## src/sv/drc_pkg.sv

```systemverilog
`timescale 1ns / 1ps
// ----------------------------------------------------------------------------
// drc_pkg
// Types and constants shared by the dirty rectangle coalescer.
// ----------------------------------------------------------------------------
package drc_pkg;

   localparam int MAX_REGIONS_DEF = 16;
   localparam int COORD_BITS_DEF  = 32;
   localparam int RESULT_LIMIT    = 16;
   localparam int NUM_KINDS       = 5;
   localparam logic [4:0] CAP_RESET = 5'd16;

   typedef enum logic [1:0] {
      CMD_ADD    = 2'd0,
      CMD_UPDATE = 2'd1,
      CMD_CLEAR  = 2'd2,
      CMD_READ   = 2'd3
   } cmd_type;

   typedef struct packed {
      logic [1:0]         cmd;
      logic [2:0]         item_kind;
      logic signed [31:0] rect_x;
      logic signed [31:0] rect_y;
      logic signed [31:0] rect_width;
      logic signed [31:0] rect_height;
      logic signed [31:0] second_x;
      logic signed [31:0] second_y;
      logic signed [31:0] second_width;
      logic signed [31:0] second_height;
   } req_type;

   typedef struct packed {
      logic               accepted;
      logic signed [31:0] region_left;
      logic signed [31:0] region_top;
      logic signed [31:0] region_right;
      logic signed [31:0] region_bottom;
      logic               region_present;
      logic               last_of_run;
      logic [4:0]         count_now;
   } rsp_type;

   typedef struct packed {
      logic signed [31:0] left;
      logic signed [31:0] top;
      logic signed [31:0] right;
      logic signed [31:0] bottom;
   } box_type;

   function automatic logic box_touch(box_type a, box_type b);
      return (a.left <= b.right) && (b.left <= a.right) &&
             (a.top <= b.bottom) && (b.top <= a.bottom);
   endfunction

   function automatic box_type box_join(box_type a, box_type b);
      box_type r;
      r = a;
      if (b.left < a.left) r.left = b.left;
      if (b.top < a.top) r.top = b.top;
      if (b.right > a.right) r.right = b.right;
      if (b.bottom > a.bottom) r.bottom = b.bottom;
      return r;
   endfunction

   function automatic logic box_less(box_type a, box_type b);
      if (a.left != b.left) return a.left < b.left;
      if (a.top != b.top) return a.top < b.top;
      if (a.right != b.right) return a.right < b.right;
      return a.bottom < b.bottom;
   endfunction

endpackage

```

## src/sv/drc_check_box.sv

```systemverilog
`timescale 1ns / 1ps
// ----------------------------------------------------------------------------
// drc_check_box
// Validates one rectangle and forms its edges; registered result.
// ----------------------------------------------------------------------------
module drc_check_box #(
   parameter int COORD_BITS = drc_pkg::COORD_BITS_DEF
) (
   input  logic               clock,
   input  logic signed [31:0] x,
   input  logic signed [31:0] y,
   input  logic signed [31:0] w,
   input  logic signed [31:0] h,
   output logic               ok_ff,
   output drc_pkg::box_type   box_ff
);

   localparam logic signed [32:0] HI = 33'sd1 <<< (COORD_BITS - 1);

   logic signed [32:0] right_w, bottom_w;
   logic               ok_in;

   always_comb begin
      right_w  = 33'(x) + 33'(w);
      bottom_w = 33'(y) + 33'(h);
      ok_in = !w[31] && !h[31] &&
              33'(x) < HI && 33'(x) >= -HI && 33'(y) < HI && 33'(y) >= -HI &&
              right_w < HI && bottom_w < HI;
   end

   always_ff @(posedge clock) begin
      ok_ff       <= ok_in;
      box_ff.left   <= x;
      box_ff.top    <= y;
      box_ff.right  <= right_w[31:0];
      box_ff.bottom <= bottom_w[31:0];
   end

endmodule

```

## config.mk

```make
export PLATFORM = sky130hd
export DESIGN_NAME = drc_check_box
export DESIGN_NICKNAME = d
export VERILOG_FILES = /design/src/sv/drc_pkg.sv /design/src/sv/drc_check_box.sv
export SDC_FILE = /design/constraint.sdc
export NUM_CORES = 1
export LEC_CHECK = 0
export ABC_AREA = 1
export BUFFER_PORTS_ARGS = -buffer_cell sky130_fd_sc_hd__buf_2
export CORE_ASPECT_RATIO = 1.75
export CORE_UTILIZATION = 51
export CTS_BUF_LIST = sky130_fd_sc_hd__clkbuf_2
export DETAILED_ROUTE_END_ITERATION = 16
export MAX_ROUTING_LAYER = met4
export PLACE_DENSITY = 0.83
export SYNTH_ARGS = -nofsm -noshare
export SYNTH_HDL_FRONTEND = slang
export SYNTH_SLANG_ARGS = --single-unit
export TNS_END_PERCENT = 50
```

## constraint.sdc

```tcl
create_clock -name clock -period 2.4 [get_ports clock]
set_input_delay 0.24 -clock clock [delete_from_list [all_inputs] [get_ports clock]]
set_output_delay 0.24 -clock clock [all_outputs]
set_load 0.05 [all_outputs]
```

# Yosys cells after proc, flatten, opt, wreduce, memory -nomap -nowiden
# Index checks and enable logic that the tools add are counted.
[classes]
order_cmp = 6
addsub = 2
reduce_logical = 9
[op_table]
columns = ["operator", "count"]
rows = [
  ["$add 32x32->33", 2],
  ["$lt 32x33->1 const B", 2],
  ["$lt 33x33->1 const B", 2],
  ["$ge 32x32->1 const B", 2],
  ["$logic_and 1x1->1", 7],
  ["$logic_not 1->1", 2],
]
[word_totals]
ff_bits = 129
inputBits = 129
output_inout_bits = 129

# Longest topological paths before layout
[depth]
ltp_word = 8
mapped_depth = 15
mapped_depth_nobuf = 15

# Worst setup path before layout
# No wires, ideal clock.
[synth_path]
kind = "input port to flip-flop"
startpoint = "in x[0]"
endpoint = "reg box_ff[50] in the netlist's numbering"
arrival_ps = 1634
stages = 10
slack_ps = 647
path_cell_list = "ha_1 fa_1 nand2_1 nand2_1 and2_1 a21oi_4 o21bai_2 nand3_1 nand2_1 xor2_1"
[synth_via]
elab_chain_cells = 1
[synth_lines]
columns = ["element", "line", "text"]
rows = [
  ["start: declaration", "drc_check_box.sv:10", "input logic signed [31:0] x,"],
  ["$add 32x32->33", "drc_check_box.sv:24", "right_w = 33'(x) + 33'(w);"],
  ["named net right_w[18]", "drc_check_box.sv:20", "logic signed [32:0] right_w, bottom_w;"],
  ["end: declaration", "drc_check_box.sv:15", "output drc_pkg::box_type box_ff"],
]
# The timed path passes the listed nets, and every way through them passes these cells.

# Final worst setup path
[layout_path]
startpoint = "in x[8]"
endpoint = "reg box_ff[49] in the netlist's numbering"
# Same word-level chain as after synthesis.

==> results_dict.tcl <==
set metrics [dict create \
    ys_seq_area_frac 0.387 \
    power_density_nw_per_um2 717 \
    regArea_um2 2580 \
    grt_max_degree 17 \
    ys_types 35 \
    placed_area_um2 8160 \
    max-slew-margin-rel 0.681 \
    synthMuxAreaShare 0 \
    cts_tree "built" \
    endpoint "box_ff[49]" \
    hpwl_um 17300 \
    post_cts_resized 0 \
    cts.sinks 129 \
    period_minus_slack_ps 2100 \
    coreArea_um2 12600 \
    wire_per_inst_um 17.9 \
    first_pass_iters 6 \
    end_kind "flip-flop" \
    critPathSlowestCell "dlygate4sd3_1" \
    ys_ff_latch 129 \
    drv_slew 0 \
    crit_family "buffers and inverters" \
    hold_class "in2reg" \
    ant_nets 0 \
    final_cells 1459 \
    ir_drop_uv 548 \
    track_usage 0.410 \
    max_stage_delay_ps 530 \
    synth_compound_gate_area_share 0.107 \
    cts.hold.buffers_added 126 \
    cp_cell_sequence "dlygate4sd3_1, buf_2, ha_1, nand2_1, inv_1, nand2_1, o21ai_2, nand2_1, o21ai_1, xor2_1" \
    synth_xor_xnor_area_share 0.0696 \
    dpl_worst_slack_ps 352 \
    die_y_um 153 \
    final_area_um2 9690 \
    via_per_inst 5.37 \
    fill_cells 857 \
    io_buffers 257 \
    pwr-share-seq 0.366 \
    dieArea_um2 13500 \
    worstHoldPathCells 3 \
    hold_viol 0 \
    initialDrtViolationCount 462 \
    clkPwrFrac 0.220 \
    status "finished, final reports clean" \
    p_sw_mw 3.11 \
    areaGrowthSynthToFinish_pct 45.4 \
    synthCells 875 \
    crit_buf_inv 3 \
    finalSetupTns_ps 0 \
    grt_first_pass_wirelength_um 40600 \
    final_nets 1472 \
    maxCapViolations 0 \
    cp_max_fo 5 \
    critPathArrivalTime_ps 2710 \
    path_class "in2reg" \
    synth-simple-area-share 0.245 \
    avgSynthCellArea_um2 7.62 \
    cellLeakagePower_nw 5.06 \
    route.detailed.drc 0 \
    fin_crit_sh 0.874 \
    cts_setup_buffers 0 \
    globalplace.congestion 1.01 \
    cp.depth 10 \
    rsz0062_at_grt "no" \
    crit_required_ps 3020 \
    synth_area_um2 6670 \
    setup_violations 0 \
    vias 7842 \
    cts_buffers 17 \
    crit_top_cell "nand2_1" \
    drive_gt1_frac 0.257 \
    place_inst 1300 \
    syn_nets 1070 \
    synth_fa_ha_area_frac 0.126 \
    clk_pin_slew_ps 200 \
    setup.worst_path.start "x[8]" \
    fin_ws_ps 304 \
    overflow 0 \
    rows 54 \
    yosys_warnings 0 \
    combPwrFrac 0.414 \
    hold_ws_ps 17.9 \
    first_global_vias 8386 \
    ioPinCount 258 \
    swShare 0.448 \
    h-tree-depth 4 \
    synth_top_family_by_area "simple AND/OR/NAND/NOR gates" \
    max_clock_freq_mhz 477 \
    die_w_um 88.4 \
    p_int_mw 3.83 \
    cp-start-kind "input port" \
    cts_root_buf "clkbuf_2" \
    cts_buffer_depth 2 \
    multi_input_area_um2 3650 \
    initial_core_util 0.528 \
    antenna_found_initial 1 \
    routed_wl_um 26100 \
    tightest_slew_ps 478 \
]
per-layer routing:
metal	wire length, µm	part of all wire	up-vias	track usage
li1	-	-	3625	-
met1	7880	0.30	3483	0.344
met2	13900	0.53	528	0.723
met3	2050	0.079	206	0.110
met4	2270	0.087	0	0.328
met5	0	0	-	-
how the worst min path moves through the flow:
stage           from     endpoint  slack [ps]
2_1_floorplan   x[4]  box_ff[100]         270
6_report       h[28]   box_ff[28]          20
3_3_place_gp   y[14]   box_ff[78]         360
3_5_place_dp   x[26]  box_ff[122]         360
4_1_cts        h[29]   box_ff[29]          10
5_1_grt        h[28]   box_ff[28]          30
cell usage after synthesis (all sizes together):
library cell	number	area, µm²
nand2	263	1010
dfxtp	129	2580
inv	115	432
nor2	78	308
a21oi	72	379
ha	64	801
xor2	42	368
nand3	27	150
o21bai	18	143
nor3	15	101
o21ai	14	88.8
xnor2	11	96.3
a31oi	5	31.3
nand4	4	25.0
nor4	3	18.8
o211ai	3	22.5
a31o	2	17.5
and2	2	12.5
fa	2	40.0
or2	2	12.5
a211oi	1	7.51
a21boi	1	7.51
o21a	1	7.51
o22ai	1	6.26
cells in the final DEF, fill, tap and decap left out, types with 2 or more instances in the layout:
master,netlist,layout
dlygate4sd3_1,0,126
dfxtp_1,129,129
clkbuf_2,0,17
nor3_2,3,3
a21oi_2,2,2
nor2_1,72,72
nand3_2,3,3
nand4_1,4,4
clkinv_4,0,2
nand2_1,255,255
fa_1,2,2
a21oi_1,69,69
nand2_2,8,8
clkinvlp_4,0,4
or2_1,2,2
inv_1,104,104
and2_1,2,2
inv_6,0,4
buf_2,0,257
o21ai_2,5,5
o21bai_2,2,2
xnor2_1,11,11
nor4_1,3,3
a31o_2,2,2
a31oi_1,5,5
nor3_1,11,11
ha_1,64,64
nand3_1,24,24
o211ai_1,3,3
o21bai_1,16,16
xor2_1,42,42
inv_2,11,11
nor2_2,6,6
bufinv_16,0,3
o21ai_1,4,4
o21ai_0,5,5
cell type report:
type	instances	share of cell area
clock inverters	15	0.0187
well taps	168	0.0217
diodes	1	0.000258
flip-flops and latches	129	0.266
multi-input cells	631	0.377
inverters	115	0.0445
repair buffers	383	0.263
clock buffers	17	0.00878
power groups by stage:
| stage | Clock [mW] | Combinational (mW) | Sequential, mW |
|---|---|---|---|
| 2_1_floorplan | 0 | 0.841 | 3.62 |
| 5_1_grt | 1.62 | 3.03 | 2.57 |
| 3_5_place_dp | 0 | 2.61 | 2.57 |
| 3_3_place_gp | 0 | 2.59 | 2.56 |
| 6_report | 1.53 | 2.88 | 2.55 |
| 4_1_cts | 1.51 | 2.78 | 2.53 |
kinds of logic (layout without fill, tap and decap cells):
kind of cell | after synthesis | after routing
simple gates | 394 | 394
fa+ha+maj | 66 | 66
other cells | 0 | 1
flops | 129 | 129
compound gates | 118 | 118
xor+xnor | 53 | 53
buf+inv | 115 | 530
per-stage QoR:
step / power (mW) / utilization
6_report: 6.95 / 0.767
5_1_grt: 7.23 / 0.767
4_1_cts: 6.81 / 0.767
3_5_place_dp: 5.18 / 0.646
3_3_place_gp: 5.15 / 0.646
2_1_floorplan: 4.46 / -
state kept, by name (all words and copies together) (netlist names):
signal,flops
ok_ff,1
box_ff,128
Power figures use the tool's default switching activity.
