[src/sv/drc_pkg.sv]
`timescale 1ns / 1ps
// ----------------------------------------------------------------------------
// drc_pkg
// Types and constants shared by the dirty rectangle coalescer.
// ----------------------------------------------------------------------------
package drc_pkg;

   localparam int MAX_REGIONS_DEF = 16;
   localparam int COORD_BITS_DEF  = 32;
   localparam int RESULT_LIMIT    = 16;
   localparam int NUM_KINDS       = 5;
   localparam logic [4:0] CAP_RESET = 5'd16;

   typedef enum logic [1:0] {
      CMD_ADD    = 2'd0,
      CMD_UPDATE = 2'd1,
      CMD_CLEAR  = 2'd2,
      CMD_READ   = 2'd3
   } cmd_type;

   typedef struct packed {
      logic [1:0]         cmd;
      logic [2:0]         item_kind;
      logic signed [31:0] rect_x;
      logic signed [31:0] rect_y;
      logic signed [31:0] rect_width;
      logic signed [31:0] rect_height;
      logic signed [31:0] second_x;
      logic signed [31:0] second_y;
      logic signed [31:0] second_width;
      logic signed [31:0] second_height;
   } req_type;

   typedef struct packed {
      logic               accepted;
      logic signed [31:0] region_left;
      logic signed [31:0] region_top;
      logic signed [31:0] region_right;
      logic signed [31:0] region_bottom;
      logic               region_present;
      logic               last_of_run;
      logic [4:0]         count_now;
   } rsp_type;

   typedef struct packed {
      logic signed [31:0] left;
      logic signed [31:0] top;
      logic signed [31:0] right;
      logic signed [31:0] bottom;
   } box_type;

   function automatic logic box_touch(box_type a, box_type b);
      return (a.left <= b.right) && (b.left <= a.right) &&
             (a.top <= b.bottom) && (b.top <= a.bottom);
   endfunction

   function automatic box_type box_join(box_type a, box_type b);
      box_type r;
      r = a;
      if (b.left < a.left) r.left = b.left;
      if (b.top < a.top) r.top = b.top;
      if (b.right > a.right) r.right = b.right;
      if (b.bottom > a.bottom) r.bottom = b.bottom;
      return r;
   endfunction

   function automatic logic box_less(box_type a, box_type b);
      if (a.left != b.left) return a.left < b.left;
      if (a.top != b.top) return a.top < b.top;
      if (a.right != b.right) return a.right < b.right;
      return a.bottom < b.bottom;
   endfunction

endpackage

[src/sv/drc_engine.sv]
`timescale 1ns / 1ps
// ----------------------------------------------------------------------------
// drc_engine
// Region memory with read-modify-write sequencer: merge, append, collapse,
// insertion of the new region and readout, one memory access per step.
// ----------------------------------------------------------------------------
module drc_engine #(
   parameter int MAX_REGIONS = drc_pkg::MAX_REGIONS_DEF
) (
   input  logic             clock,
   input  logic             reset,
   input  logic             start,
   input  logic [1:0]       cmd,
   input  logic             ok,
   input  logic             two,
   input  drc_pkg::box_type box_a,
   input  drc_pkg::box_type box_b,
   input  logic [4:0]       cap,
   output logic             busy,
   output logic             out_valid,
   input  logic             out_ready,
   output drc_pkg::rsp_type out_item
);

   localparam int DEPTH = MAX_REGIONS + 1;
   localparam int AW    = $clog2(DEPTH);
   localparam int CW    = $clog2(MAX_REGIONS + 2);

   typedef enum logic [3:0] {
      S_IDLE, S_MRD, S_MCHK, S_SHRD, S_SHWR, S_APP, S_COLRD, S_COL, S_COLWR,
      S_SRD, S_SCMP, S_SFIN, S_RDRD, S_RDOUT, S_DONE
   } state_type;

   drc_pkg::box_type mem [DEPTH];
   drc_pkg::box_type rd_data;
   logic             wr_en;
   logic [AW-1:0]    wr_addr, rd_addr;
   drc_pkg::box_type wr_data;

   state_type        state_ff;
   logic [CW-1:0]    count_ff, i_ff, j_ff;
   logic             again_ff, second_ff, ok_ff;
   drc_pkg::box_type merged_ff, box_b_ff;
   logic             out_valid_ff;
   drc_pkg::rsp_type out_ff;
   logic [CW-1:0]    cap_c;
   logic             out_free, emit;

   always_ff @(posedge clock) begin
      if (wr_en) mem[wr_addr] <= wr_data;
      rd_data <= mem[rd_addr];
   end

   always_comb begin
      if (cap == 5'd0) cap_c = CW'(1);
      else if (32'(cap) > MAX_REGIONS) cap_c = CW'(MAX_REGIONS);
      else if (cap > 5'(drc_pkg::RESULT_LIMIT)) cap_c = CW'(drc_pkg::RESULT_LIMIT);
      else cap_c = CW'(cap);
   end

   always_comb begin
      out_free = !out_valid_ff || out_ready;
      emit = out_free && (state_ff == S_RDOUT || (state_ff == S_DONE && !second_ff));
   end

   always_comb begin
      wr_en   = 1'b0;
      wr_addr = j_ff[AW-1:0];
      wr_data = merged_ff;
      rd_addr = i_ff[AW-1:0];
      unique case (state_ff)
         S_SHRD: rd_addr = AW'(j_ff + CW'(1));
         S_SHWR: begin
            wr_en   = 1'b1;
            wr_data = rd_data;
         end
         S_APP: begin
            wr_en   = 1'b1;
            wr_addr = count_ff[AW-1:0];
         end
         S_COLWR: begin
            wr_en   = 1'b1;
            wr_addr = '0;
         end
         S_SRD: rd_addr = AW'(j_ff - CW'(1));
         S_SCMP: begin
            wr_en   = drc_pkg::box_less(merged_ff, rd_data);
            wr_data = rd_data;
         end
         S_SFIN: wr_en = 1'b1;
         default: ;
      endcase
   end

   always_ff @(posedge clock) begin
      if (reset) begin
         state_ff     <= S_IDLE;
         count_ff     <= '0;
         i_ff         <= '0;
         j_ff         <= '0;
         again_ff     <= 1'b0;
         second_ff    <= 1'b0;
         ok_ff        <= 1'b0;
         merged_ff    <= '0;
         box_b_ff     <= '0;
         out_valid_ff <= 1'b0;
         out_ff       <= '0;
      end else begin
         out_valid_ff <= emit || (out_valid_ff && !out_ready);
         unique case (state_ff)
            S_IDLE: if (start) begin
               ok_ff <= ok || (cmd == drc_pkg::CMD_CLEAR);
               second_ff <= two && ok;
               merged_ff <= box_a;
               box_b_ff <= box_b;
               i_ff <= '0;
               again_ff <= 1'b0;
               if (cmd == drc_pkg::CMD_READ) state_ff <= S_RDRD;
               else if (cmd == drc_pkg::CMD_CLEAR) begin
                  count_ff <= '0;
                  state_ff <= S_DONE;
               end else if (ok) state_ff <= S_MRD;
               else state_ff <= S_DONE;
            end
            S_MRD: begin
               if (i_ff < count_ff) state_ff <= S_MCHK;
               else if (again_ff) begin
                  again_ff <= 1'b0;
                  i_ff <= '0;
               end else state_ff <= S_APP;
            end
            S_MCHK: begin
               if (drc_pkg::box_touch(merged_ff, rd_data)) begin
                  merged_ff <= drc_pkg::box_join(merged_ff, rd_data);
                  again_ff <= 1'b1;
                  j_ff <= i_ff;
                  state_ff <= S_SHRD;
               end else begin
                  i_ff <= i_ff + CW'(1);
                  state_ff <= S_MRD;
               end
            end
            S_SHRD: begin
               if (j_ff + CW'(1) < count_ff) state_ff <= S_SHWR;
               else begin
                  count_ff <= count_ff - CW'(1);
                  state_ff <= S_MRD;
               end
            end
            S_SHWR: begin
               j_ff <= j_ff + CW'(1);
               state_ff <= S_SHRD;
            end
            S_APP: begin
               count_ff <= count_ff + CW'(1);
               j_ff <= count_ff;
               if (count_ff + CW'(1) > cap_c) begin
                  i_ff <= '0;
                  state_ff <= S_COLRD;
               end else state_ff <= S_SRD;
            end
            S_COLRD: state_ff <= S_COL;
            S_COL: begin
               if (i_ff == '0) merged_ff <= rd_data;
               else merged_ff <= drc_pkg::box_join(merged_ff, rd_data);
               if (i_ff + CW'(1) == count_ff) state_ff <= S_COLWR;
               else begin
                  i_ff <= i_ff + CW'(1);
                  state_ff <= S_COLRD;
               end
            end
            S_COLWR: begin
               count_ff <= CW'(1);
               state_ff <= S_DONE;
            end
            S_SRD: begin
               if (j_ff == '0) state_ff <= S_SFIN;
               else state_ff <= S_SCMP;
            end
            S_SCMP: begin
               if (drc_pkg::box_less(merged_ff, rd_data)) begin
                  j_ff <= j_ff - CW'(1);
                  state_ff <= S_SRD;
               end else state_ff <= S_SFIN;
            end
            S_SFIN: state_ff <= S_DONE;
            S_RDRD: state_ff <= S_RDOUT;
            S_RDOUT: if (out_free) begin
               out_ff.accepted <= 1'b1;
               out_ff.count_now <= 5'(count_ff);
               if (count_ff == '0) begin
                  out_ff.region_present <= 1'b0;
                  out_ff.last_of_run <= 1'b1;
                  {out_ff.region_left, out_ff.region_top,
                   out_ff.region_right, out_ff.region_bottom} <= '0;
                  state_ff <= S_IDLE;
               end else begin
                  out_ff.region_present <= 1'b1;
                  out_ff.region_left <= rd_data.left;
                  out_ff.region_top <= rd_data.top;
                  out_ff.region_right <= rd_data.right;
                  out_ff.region_bottom <= rd_data.bottom;
                  out_ff.last_of_run <= (i_ff + CW'(1) == count_ff);
                  i_ff <= i_ff + CW'(1);
                  state_ff <= (i_ff + CW'(1) == count_ff) ? S_IDLE : S_RDRD;
               end
            end
            S_DONE: begin
               if (second_ff) begin
                  second_ff <= 1'b0;
                  merged_ff <= box_b_ff;
                  i_ff <= '0;
                  again_ff <= 1'b0;
                  state_ff <= S_MRD;
               end else if (out_free) begin
                  out_ff.accepted <= ok_ff;
                  out_ff.count_now <= 5'(count_ff);
                  out_ff.region_present <= 1'b0;
                  out_ff.last_of_run <= 1'b1;
                  {out_ff.region_left, out_ff.region_top,
                   out_ff.region_right, out_ff.region_bottom} <= '0;
                  state_ff <= S_IDLE;
               end
            end
            default: state_ff <= S_IDLE;
         endcase
      end
   end

   always_comb busy = (state_ff != S_IDLE);
   assign out_valid = out_valid_ff;
   assign out_item  = out_ff;

endmodule

[config.mk]
export PLATFORM = sky130hd
export DESIGN_NAME = drc_engine
export DESIGN_NICKNAME = d
export VERILOG_FILES = /design/src/sv/drc_pkg.sv /design/src/sv/drc_engine.sv
export SDC_FILE = /design/constraint.sdc
export NUM_CORES = 2
export LEC_CHECK = 0
export ABC_AREA = 1
export ABC_CLOCK_PERIOD_IN_PS = 10100
export BUFFER_PORTS_ARGS = -buffer_cell sky130_fd_sc_hd__buf_2
export CORE_MARGIN = 2
export CORE_UTILIZATION = 35
export DETAILED_ROUTE_END_ITERATION = 16
export PLACE_DENSITY = 0.54
export SLEW_MARGIN = 0
export SYNTH_ARGS = -nofsm -noshare
export SYNTH_HDL_FRONTEND = slang
export SYNTH_SLANG_ARGS = --single-unit
[constraint.sdc]
create_clock -name clock -period 10.1 [get_ports clock]
set_input_delay 0.505 -clock clock [delete_from_list [all_inputs] [get_ports clock]]
set_output_delay 0.505 -clock clock [all_outputs]
set_load 0.01 [all_outputs]
After elaboration in Yosys (flattened, before gate mapping)
Memory sizes are Yosys's and may differ from the RTL's. A register that Yosys moved wholly into a read port is not among the register bits.
Cells that the tools add are included.

word-level totals
  flip-flop bits (word level) = 415
  latch bits = 0
  bits in writable memories = 2,176
  memory bits (read-only) = 0
  input port bits = 269
  output and inout port bits = 138
  word-level logic and storage cells = 218
  memories kept = 1

operators by class
  add/sub/neg operators = 5
  $mul = 0
  divide/modulo/power cells = 0
  order comparisons = 17
  equality and inequality tests = 38
  shift operators = 0
  mux-type cells = 94
  bitwise logic cells = 0
  reduce and logical (&&, ||, !) cells = 39

memory list
  memory  words  width  rd ports  clocked after memory_dff  wr ports  line              RTL
  mem     17     128    1         1                         1         drc_engine.sv:34  drc_pkg::box_type mem [DEPTH];

operators with widths
  operator             count
  $mux 128             5
  $pmux 128 s4         1
  $mux 136             3
  $pmux 136 s2         1
  $lt 32x32->1         6
  $mux 130             1
  $le 32x32->1         4
  $mux 32              4
  $ne 32x32->1         3
  $mux 5               18
  $gt 32x32->1         2
  $pmux 4 s14          1
  $mux 4               13
  $pmux 5 s4           2
  $mux 1               36
  $pmux 5 s7           1
  $ne 2x2->1 const B   16
  $eq 4x4->1 const B   7
  $logic_not 5->1      4
  $pmux 5 s2           2
  $reduce_bool 4->1    5
  $eq 4x3->1 const B   4
  $add 5x1->5 const B  3
  $reduce_and 4->1     3
  25 further kinds     48

Depth between registers and ports, before layout
  depth after elaboration = 18
  depth in mapped cells = 26
  gate-level depth less buffers = 24

Least setup slack after synthesis
OpenSTA, ideal clock, no wires.

  path type = register to register
  start point = register rd_data[89] (netlist name)
  end point = memory mem[0][0] in the netlist's numbering (enable)
  setup time = 0.617 ns
  arrival time = 7.518 ns
  required time = 9.483 ns
  slack = 1.964 ns
  stages on the path, launching flop included = 19
  buffers on the path = 1
  period minus slack after synthesis = 8.136 ns
  cells stage by stage = dfxtp_1 -> inv_1 -> ha_1 -> nand2_1 -> inv_1 -> o21ai_0 -> nand2_1 -> nand2_1 -> o211ai_1 -> a21oi_1 -> nand3_1 -> nand3_1 -> clkbuf_1 -> nand3_1 -> nand2_1 -> nand2_1 -> nand2_1 -> nand3_1 -> nor2_1

on the way
  word-level cells in the longest chain between the ends = 9
  elaborated cells on any way between the ends = 13
  classes of those cells = order compare: 1; eq/ne: 1; mux: 11

RTL lines
  element                                       line                             RTL
  $lt 32x32->1 or $ne 32x32->1 (tied branches)  drc_pkg.sv:69                    if (a.top != b.top) return a.top < b.top;
  $mux 1                                        drc_pkg.sv:69
  $mux 1 (on tied branches)                     drc_pkg.sv:70, drc_pkg.sv:69
  $mux 1 (on tied branches)                     drc_pkg.sv:71, drc_engine.sv:71
  $mux 1 *                                      drc_pkg.sv:70                    if (a.right != b.right) return a.right < b.right;
  $mux 1 *                                      drc_pkg.sv:69
  $pmux 1 s2 *                                  drc_engine.sv:71                 unique case (state_ff)
  $mux 1 *                                      drc_engine.sv:50                 if (wr_en) mem[wr_addr] <= wr_data;
  $mux 1 (implied by the code) *                drc_engine.sv:50
  to (decl)                                     drc_engine.sv:34

Mark *: on every way between the ends. The rest lies on a longest branch, timed or not. The select of a mux whose other input is x is not followed.

Worst setup path in the final report
  start point = register rd_data[127] (netlist name)
  end point = memory mem[12][126] in the netlist's numbering (enable)

on the way
  word-level cells in the longest chain between the ends = 10
  elaborated cells on any way between the ends = 13
  classes of those cells = order compare: 1; eq/ne: 1; mux: 11

RTL lines
  element                         line              RTL
  $lt 32x32->1                    drc_pkg.sv:68     if (a.left != b.left) return a.left < b.left;
  $mux 1                          drc_pkg.sv:68
  $mux 1                          drc_pkg.sv:69
  $mux 1                          drc_pkg.sv:70
  $mux 1                          drc_pkg.sv:71     return a.bottom < b.bottom;
  $mux 1                          drc_pkg.sv:70
  $mux 1 *                        drc_pkg.sv:69
  $pmux 1 s2 *                    drc_engine.sv:71
  $mux 1 *                        drc_engine.sv:50
  $mux 1 (implied by the code) *  drc_engine.sv:50

Marks and branches as above.

==> flow_summary.yaml <==
synthesis:
  syn-mean-instance-area_um2: 10.46
  synth_largest_type_area_fraction_pct: 55.78
  synth_enable_flop_cells: 2176
  syn_nets: 11740
  postSynth.asyncResetShare_pct: 0
  yosys.area.top_type: "edfxtp_1"
  yosys-top-cells-area: "edfxtp_1 (56%), dfxtp_1 (9.3%), o21ai_0 (7.1%), nor2_1 (5.3%), nand2_1 (4.4%)"
  synth-seq-cells: 2719
  synthCells: 11200
  synth_area_mm2: 0.1171
  ys_dominant_reg_cell: "edfxtp_1"
  synth_seq_area_share_pct: 65.06
  synthDistinctLibCells: 56
  yosysWarnings: 0
clock_network:
  clock_sink_count: 2719
  holdBufCountCts: 158
  cts.root.buffer_cell: "clkbuf_16"
  cts_resized: 0
  cts_setup_buffers: 0
  clk_transition_reported_paths_ns: 0.06
  tritoncts: "built"
  cts_buffers: 299
  h-tree-depth: 5
  number_of_buffers_on_the_longest_clock_path: 4
  insertion_delay_ns: 0.95
setup_path:
  critical-path-top-delay-family: "simple AND/OR/NAND/NOR gates"
  path_buf_inv: 5
  critical_path.max_fanout: 94
  worstSetupStartpointType: "flip-flop"
  crit_arrival_ns: 6.71
  critical-path-slowest-cell: "nor4_1"
  critPathKind: "flip-flop to flip-flop"
  crit_chain: "inv_1 -> ha_1 -> nand4_1 -> inv_1 -> nand2_1 -> nor4_1 -> nand2_1 -> inv_1 -> nand3_1 -> nand2_1 -> nand2_1 -> nand2_1 -> nand3_1 -> nor2_4 -> buf_12 -> buf_4"
  endpoint_kind: "flip-flop"
  worst_ep_required_time_ns: 10.62
  critical_path.max_stage_delay_ns: 0.96
  timing.critical_path.mode_cell: "nand2_1"
sta:
  rsz0062_at_grt: "no"
  slew-limit-headroom_pct: 7.341
  fmaxAchievable_mhz: 161.7
  layout_min_cycle_time_ns: 6.186
  setup_viol: 0
  totalNegativeSetupSlack_ns: 0
  final.hold.worst_slack_ns: 0.05449
  min_period_over_period_pct: 61.25
  report.final.hold_viol_count: 0
  worstMarginPinSlew_ns: 1.390
  worst_clock_skew_ns: 0.07839
  final_max_slew_viols: 0
final_layout:
  layout.cells.non_filler: 16200
  fin_nets: 12110
  final_layout_size_suffix_gt1_share_pct: 9.850
  number_of_fill_cells: 31860
  layout-area-overhead-vs-synth_pct: 15.34
flow_run:
  drv_cap: 0
floorplanning:
  die_x_um: 582.5
  placementRows: 212
  core_region_area_mm2: 0.3332
  fp.dieH_um: 582.5
  start_util_pct: 35.16
  fp.dieArea_mm2: 0.3393
  pin_count: 407
pwr:
  worst_ir_drop_on_vdd_uv: 313.1
  leakage_uw: 0.04910
  p_per_area_mw_per_mm2: 314.1
hold_path:
  holdCritPathClass: "input pin to flip-flop"
global_route:
  grt_max_degree: 220
  gr-usage-all-layers_pct: 24.26
  number_of_global_route_vias_before_repair: 85960
  grt_first_pass_wirelength_um: 607000
  grt-ovfl-total: 0
  number_of_antenna_violations_at_the_first_check_in_global_routing: 21
placement:
  post-place-cells: 15500
  placer_congestion_estimate: 0.9244
  place.detailed.hpwl_um: 245800
  buffer_ports.inserted: 406
detailed_routing:
  antenna_left: 0
  route.final.wire_length_um: 426700
  via_per_inst: 5.564
  route.vias.total: 90130
  route.detailed.drc: 0
  detail_route.iter0.violations: 9911
  drtPass1Iterations: 6
  wl_per_cell_um: 26.34
outcome:
  outcome: "finished, final reports clean"
[cells by family (layout without fill, tap and decap cells)]
| group | after synthesis | count (layout) | synth area share (%) |
|---|---|---|---|
| simple gates | 3281 | 3281 | 10.88 |
| flops | 2719 | 2719 | 65.06 |
| compound gates | 3376 | 3376 | 15.72 |
| other cells | 0 | 6 | 0 |
| fa+ha+maj | 277 | 277 | 2.959 |
| xor+xnor | 15 | 15 | 0.1122 |
| buf+inv | 1512 | 2122 | 5.106 |
| mux | 17 | 17 | 0.1634 |
[sequential cells by signal (all words and copies together) (netlist names)]
register and count:
mem 2176, out_item 136, box_b_ff 128, merged_ff 128, rd_data 128, count_ff 5, i_ff 5, j_ff 5
state_ff 4, again_ff 1, ok_ff 1, out_valid 1, second_ff 1
[where the power goes]
part / switching [uW] / internal [uW]
logic: 11600 / 4380
registers: 1030 / 14800
clock network: 4600 / 6090
total: 17200 / 25200
[per-stage QoR]
stage	area (um2)	setup WS (ns)	power [uW]	utilization, %
finish	135100	3.914	42440	40.55
global route	135100	3.745	44610	40.55
CTS	135100	4.052	42360	40.55
detailed placement	124100	4.066	31630	37.24
global placement	124100	4.244	31360	37.24
floorplan	117100	1.964	25680	-
[worst reg2reg max path, stage by stage, from the launching register on]
cell	delay [ns]
dfxtp_1	0.44
inv_1	0.12
ha_1	0.37
nand4_1	0.15
inv_1	0.11
nand2_1	0.16
nor4_1	0.96
nand2_1	0.46
inv_1	0.26
nand3_1	0.13
nand2_1	0.15
nand2_1	0.10
nand2_1	0.13
nand3_1	0.40
nor2_4	0.24
buf_12	0.70
buf_4	0.90
[layout by cell type, fill, tap and decap left out, drive strengths merged, types with 66 or more instances in the layout]
master	netlist	final
o21ai	2037	2037
a31oi	66	66
dfxtp	543	543
dlygate4sd3	0	158
edfxtp	2176	2176
ha	277	277
buf	209	659
nand3	176	176
clkinv	4	91
clkbuf	538	410
nor2	1673	1673
nand2	1373	1373
inv	761	778
o22ai	567	567
o221ai	82	82
a21oi	501	501
[layout make-up]
type / instances / area (um2) / share of cell area, %
Clock buffer: 410 / 8259 / 6.113
Clock inverter: 130 / 1156 / 0.8557
Tap cell: 4387 / 5489 / 4.063
Inverter: 765 / 2918 / 2.160
Sequential cell: 2719 / 76210 / 56.41
Antenna cell: 6 / 15.01 / 0.01111
Timing Repair Buffer: 817 / 5888 / 4.358
Multi-Input combinational cell: 6966 / 35170 / 26.03
[routing by layer]
layer / track usage [%] / up-vias / share of wire, % / routed length (um)
met3: 3.443 / 805 / 8.1 / 34610
met1: 32.29 / 44640 / 41 / 174400
met4: 11.28 / 4 / 5.0 / 21540
met5: 0 / - / 0.0070 / 30
met2: 39.08 / 4277 / 46 / 196100
li1: - / 40410 / - / -
[path summary, 6_finish.rpt]
path                                       startpoint                          to  slack [ns]  cells after the start
worst max-delay path             rd_data[127]$_DFF_P_      mem[12][126]$_DFFE_PP_        3.91                     16
worst min-delay path                        box_a[79]  merged_ff[79]$_SDFFE_PP0P_        0.05                      5
worst max register to register   rd_data[127]$_DFF_P_      mem[12][126]$_DFFE_PP_        3.91                     16
worst min register to register  mem[16][32]$_DFFE_PP_         rd_data[32]$_DFF_P_        0.43                      2
[cell usage after synthesis (all sizes together) (3+ instances only)]
cell type	n
a31oi	66
a22oi	3
mux2	17
a21o	7
inv	761
clkbuf	538
nand3	176
nor2	1673
a221oi	63
a21oi	501
o211ai	23
nor3	12
nand2	1373
ha	277
edfxtp	2176
or2	4
xor2	14
clkinv	4
o22ai	567
dfxtp	543
nor4	5
buf	209
a211oi	5
and2	4
o21a	14
o21ai	2037
o221ai	82
nand4	28
Power figures use the tool's default switching activity.
